**config.mk**
```make
export PLATFORM = sky130hd
export DESIGN_NAME = htsd_out_reg
export DESIGN_NICKNAME = d
export VERILOG_FILES = /design/src/rtl/htsd_pkg.sv /design/src/rtl/htsd_out_reg.sv
export SDC_FILE = /design/constraint.sdc
export NUM_CORES = 1
export LEC_CHECK = 0
export BUFFER_PORTS_ARGS = -buffer_cell sky130_fd_sc_hd__buf_2
export CAP_MARGIN = 25
export CORE_AREA = 3 3 40 42
export DETAILED_ROUTE_END_ITERATION = 16
export DIE_AREA = 0 0 43 45
export GPL_TIMING_DRIVEN = 1
export PLACE_DENSITY = 0.76
export SLEW_MARGIN = 5
export SYNTH_ARGS = -nofsm -noshare
export SYNTH_HDL_FRONTEND = slang
export SYNTH_SLANG_ARGS = --single-unit
```
**constraint.sdc**
```tcl
create_clock -name clk -period 0.8 [get_ports clk]
set_input_delay 0.12 -clock clk [delete_from_list [all_inputs] [get_ports clk]]
set_output_delay 0.12 -clock clk [all_outputs]
set_load 0.05 [all_outputs]
```
**src/rtl/htsd_pkg.sv**
```systemverilog
`timescale 1ns / 1ps
// ----------------------------------------------------------------------------
// htsd_pkg
// Shared constants and types for the Huffman tree stream decoder.
// ----------------------------------------------------------------------------
package htsd_pkg;
  localparam int MaxNodesDef    = 512;
  localparam int MaxDepthDef    = 32;
  localparam int SymbolCountDef = 256;

  localparam logic OpHeader = 1'b0;
  localparam logic OpBody   = 1'b1;

  localparam logic [1:0] KindSym   = 2'd0;
  localparam logic [1:0] KindEnd   = 2'd1;
  localparam logic [1:0] KindHdr   = 2'd2;
  localparam logic [1:0] KindOrder = 2'd3;

  localparam logic [2:0] PhEnd  = 3'd0;
  localparam logic [2:0] PhTree = 3'd1;
  localparam logic [2:0] PhBody = 3'd2;
  localparam logic [2:0] PhDone = 3'd3;
  localparam logic [2:0] PhFail = 3'd4;

  typedef struct packed {
    logic [1:0] kind;
    logic [7:0] symbol;
    logic       last;
  } result_t;
endpackage

```
**src/rtl/htsd_out_reg.sv**
```systemverilog
`timescale 1ns / 1ps
// ----------------------------------------------------------------------------
// htsd_out_reg
// Single-entry output register for result requests.
// ----------------------------------------------------------------------------
module htsd_out_reg (
  input  logic              clk,
  input  logic              rst,
  input  logic              load,
  input  htsd_pkg::result_t din,
  output logic              full,
  output logic              m_axis_tvalid,
  input  logic              m_axis_tready,
  output logic [15:0]       m_axis_tdata,
  output logic              m_axis_tlast
);
  htsd_pkg::result_t r;

  always_ff @(posedge clk) begin
    if (rst) begin
      full <= 1'b0;
    end else if (load) begin
      full <= 1'b1;
    end else if (m_axis_tready) begin
      full <= 1'b0;
    end
    if (load) begin
      r <= din;
    end
  end

  assign m_axis_tvalid = full;
  assign m_axis_tdata  = {6'd0, r.symbol, r.kind};
  assign m_axis_tlast  = r.last;
endmodule

```
* Word-level counts from Yosys, hierarchy flattened
Index checks and enable logic that the tools add are counted.
** Storage, ports and cells
- Register bits after elaboration :: 12
- Bits in latches :: 0
- Bits in writable memories :: 0
- ROM bits :: 0
- Input bits :: 15
- Output and inout port bits :: 19
- Word-level logic and storage cells :: 7
- Memories :: 0
** Operators by class
- Add/sub/neg operators :: 0
- Multiply operators :: 0
- Divide/modulo/power cells :: 0
- $lt $le $gt $ge :: 0
- Eq/ne operators :: 0
- Shift-type cells :: 0
- Mux-type cells :: 2
- Bitwise operators :: 0
- Reduce and logical (&&, ||, !) cells :: 1
** Operators by type and width (count)
- 2-to-1 mux 1 bit :: 2
- nonzero test 2 bit :: 1

* Logic depth before layout (Yosys ltp)
- Depth in word-level cells :: 2
- Gate-level depth with buffers :: 2
- Mapped depth without buffers :: 2

* Least setup slack after synthesis
Ideal clock, no wire load.
- Kind :: reg2out
- From :: register full
- To :: output port m_axis_tvalid
- Arrival :: 0.914 ns
- Data required time :: 0.680 ns
- Setup slack :: -0.234 ns
- Stages on the path, launching flop included :: 2
- Path buffers :: 1
- Cells stage by stage :: dfxtp_1 > buf_4
** RTL lines
- from (decl) :: line htsd_out_reg.sv:11 : output logic full,
- from (signal assigned) :: line htsd_out_reg.sv:21 : full <= 1'b0;
- from (signal assigned) :: line htsd_out_reg.sv:23 : full <= 1'b1;
- from (signal assigned) :: line htsd_out_reg.sv:25 : full <= 1'b0;
- to (decl) :: line htsd_out_reg.sv:12 : output logic m_axis_tvalid,
No word-level cell between the ends.

* Worst setup path after layout
- From :: register r, in the netlist m_axis_tdata[2]
- To :: output port m_axis_tdata[2]
** RTL lines
- from (decl) :: line htsd_out_reg.sv:17 : htsd_pkg::result_t r;
- from (signal assigned) :: line htsd_out_reg.sv:28 : r <= din;
- to (decl) :: line htsd_out_reg.sv:14 : output logic [15:0] m_axis_tdata,
No word-level cell between the ends.

==> results.toml <==
[pwr]
pwr_density_cell_nw_per_um2 = 2280
power.ir.vdd_worst_v = 0.001283
leakagePower_uw = 0.0003006

[layout]
area_growth_syn_to_layout_pct = 58.53
commonest_non_fill_non_tap_cell_in_the_layout = "buf_2"
highest_count_cells_in_the_layout_ignoring_fill_and_taps = "14 x buf_2, 11 x edfxtp_1, 11 x buf_6"
insertedDiodeCount = 0
sequential_cell_area_um2 = 354.1
fin_cells = 68
multi_input_area_um2 = 37.54
fillerInstances = 120
finalNetCount = 69
fraction_of_layout_cells_with_a_size_suffix_above_1 = 0.6038

[clocking]
clock_latency_at_the_later_pin_of_the_worst_skew_pair_ps = 260
clkSinkCount = 12
clk_transition_reported_paths_ps = 70
cts_made_buffers = 3
cts_max_level = 1
clock_path_buffers = 2
cts.root.buffer_cell = "clkbuf_4"
cts_tree = "done"

[place]
gp_congestion = 0.6083
placedCellCount = 63
portBuffers = 27
preCtsSetupSlack_ps = 89.56

[critical_path]
critPathArrivalTime_ps = 830
worstSetupEndpointType = "output pin"
setup.reg_to_reg.worst_slack_ps = 180
worst_path_largest_cell_delay_ps = 400
worstSetupStartpointType = "register"
worstPathCellList = "buf_6"
timing.setup.critical_path_class = "register to output pin"
timing.critical_path.max_delay_family = "flip-flops"
critical_path_peak_fanout = 1
cp_num_buf_inv = 1
critPathSlowestCell = "edfxtp_1"
req_time_crit_path_ps = 680

[logic_synthesis]
yosys_warnings = 0
synthesized_cell_area_um2 = 425.4
synth_largest_type_area_fraction = 0.7765
cell_type_contributing_the_most_total_cell_area_after_synthesis = "edfxtp_1"
synth.yosys.seq_area_share = 0.8235
post_synth_num_cell_types = 7
avgSynthCellArea_um2 = 18.50
synthTopCellsByArea = "edfxtp_1 78%, buf_4 12%, dfxtp_1 4.7%"
yosys_register_bits = 12
number_of_standard_cells_after_synthesis = 23

[floorplan]
io_pins = 34
num_rows = 13
die_y_um = 45
dieWidth_um = 43
die_area_um2 = 1935
floorplan.initialDensity = 0.3311
core_area_um2 = 1285

[routing]
route.detailed.vias_per_inst = 3.809
remaining_drcs = 0
first_pass_iters = 2
first_iter_violations = 2
routed_wire_length_per_instance_um = 11.78
vias = 259
final_antenna_net_count = 0
drt-total-wl_um = 801

[sta]
finalSetupViolCount = 13
rsz0062_at_grt = "true"
final_hold_viol_count = 0
finClkSkew_ps = 0
final.period_utilization = 1.191
report.final.slew_viol_count = 0
setup_slack_ps = -153.0
timing.fmax_mhz = 1049
time_the_final_worst_path_needs_with_i_o_delays_and_setup_ps = 953.0

[run_status]
status = "finished, violations left"
failed_checks = "setup timing"

[grt]
grt_overflow_total = 0
grt_pass1_vias = 269
largest_net_degree_at_the_start_of_global_routing = 13
grt_util_all_layers = 0.08411
wire_length_of_the_first_global_routing_pass_um = 1131
grt_antenna_before_repair = 0

[min_path]
timing.hold.worst.class = "input pin to register"

[flow_run]
drv_cap = 0
==> Yosys cell counts <==
| master | n |
|---|---|
| edfxtp_1 | 11 |
| conb_1 | 1 |
| a21oi_2 | 1 |
| nand2b_1 | 1 |
| buf_4 | 7 |
| dfxtp_1 | 1 |
| inv_1 | 1 |
==> flip-flops by register name, indices dropped and copies added, names as in the netlist <==
signal and flops:
full 1, m_axis_tlast 1, m_axis_tdata 10
==> layout make-up <==
class / instances / share of cell area
clock inverters: 1 / 0.005566
inverters: 1 / 0.005566
multi-input cells: 8 / 0.05566
clock buffers: 3 / 0.03340
flip-flops and latches: 12 / 0.5250
repair buffers: 28 / 0.3469
well taps: 15 / 0.02783
==> stage by stage <==
| stage | power [µW] | utilization | cell area [µm²] | setup TNS, ps | hold WS [ps] |
|---|---|---|---|---|---|
| finish | 1538 | 0.5248 | 674.4 | -1675 | 29.43 |
| floorplan | 1043 | - | 447.9 | 0 | 173.3 |
| global route | 1604 | 0.5248 | 674.4 | -2123 | 12.51 |
| detailed placement | 1105 | 0.4275 | 549.3 | 0 | 274.4 |
| CTS | 1561 | 0.5248 | 674.4 | -1872 | 18.29 |
| global placement | 1096 | 0.4275 | 549.3 | 0 | 271.1 |
==> report_power, final <==
group / leakage, µW / total (µW) / internal, µW / switching, µW
combinational: 0.000169 / 408 / 128 / 281
sequential: 0.000117 / 763 / 738 / 25.3
clock: 0.0000154 / 367 / 180 / 187
total: 0.000301 / 1540 / 1050 / 492
==> logic make-up (layout without fill, tap and decap cells) <==
kind of cell           count (synthesis)  count (layout)  share of synthesized area
AOI/OAI and AO/OA                      1               1                    0.02059
buffers and inverters                  8              33                     0.1323
other                                  1               6                   0.008815
and+or+nand+nor                        1               1                    0.01472
DFF                                   12              12                     0.8235
==> timing repair <==
action / in CTS / in global routing
gates resized for setup: 28 / 0
hold buffers: 1 / 0
hold endpoints to repair: 1 / 0
pin swaps: 0 / 0
endpoints found under the setup margin: 13 / 13
buffers inserted: 0 / 0
==> routing by layer <==
metal,part of all wire,GRT usage,vias up
met5,0,0,-
met4,0,0.03614,0
met3,0.051,0.02789,0
met2,0.65,0.1707,10
met1,0.30,0.07417,122
li1,-,-,127
==> path summary, 6_finish.rpt <==
kind | end | start | depth (start not counted)
worst max register to register | full$_SDFFE_PP0P_ | full$_SDFFE_PP0P_ | 2
worst min-delay path | m_axis_tdata[7]$_DFFE_PP_ | din[6] | 1
worst min register to register | full$_SDFFE_PP0P_ | full$_SDFFE_PP0P_ | 2
worst max-delay path | m_axis_tdata[2] | m_axis_tdata[2]$_DFFE_PP_ | 1
(Power assumes the default switching activity.)
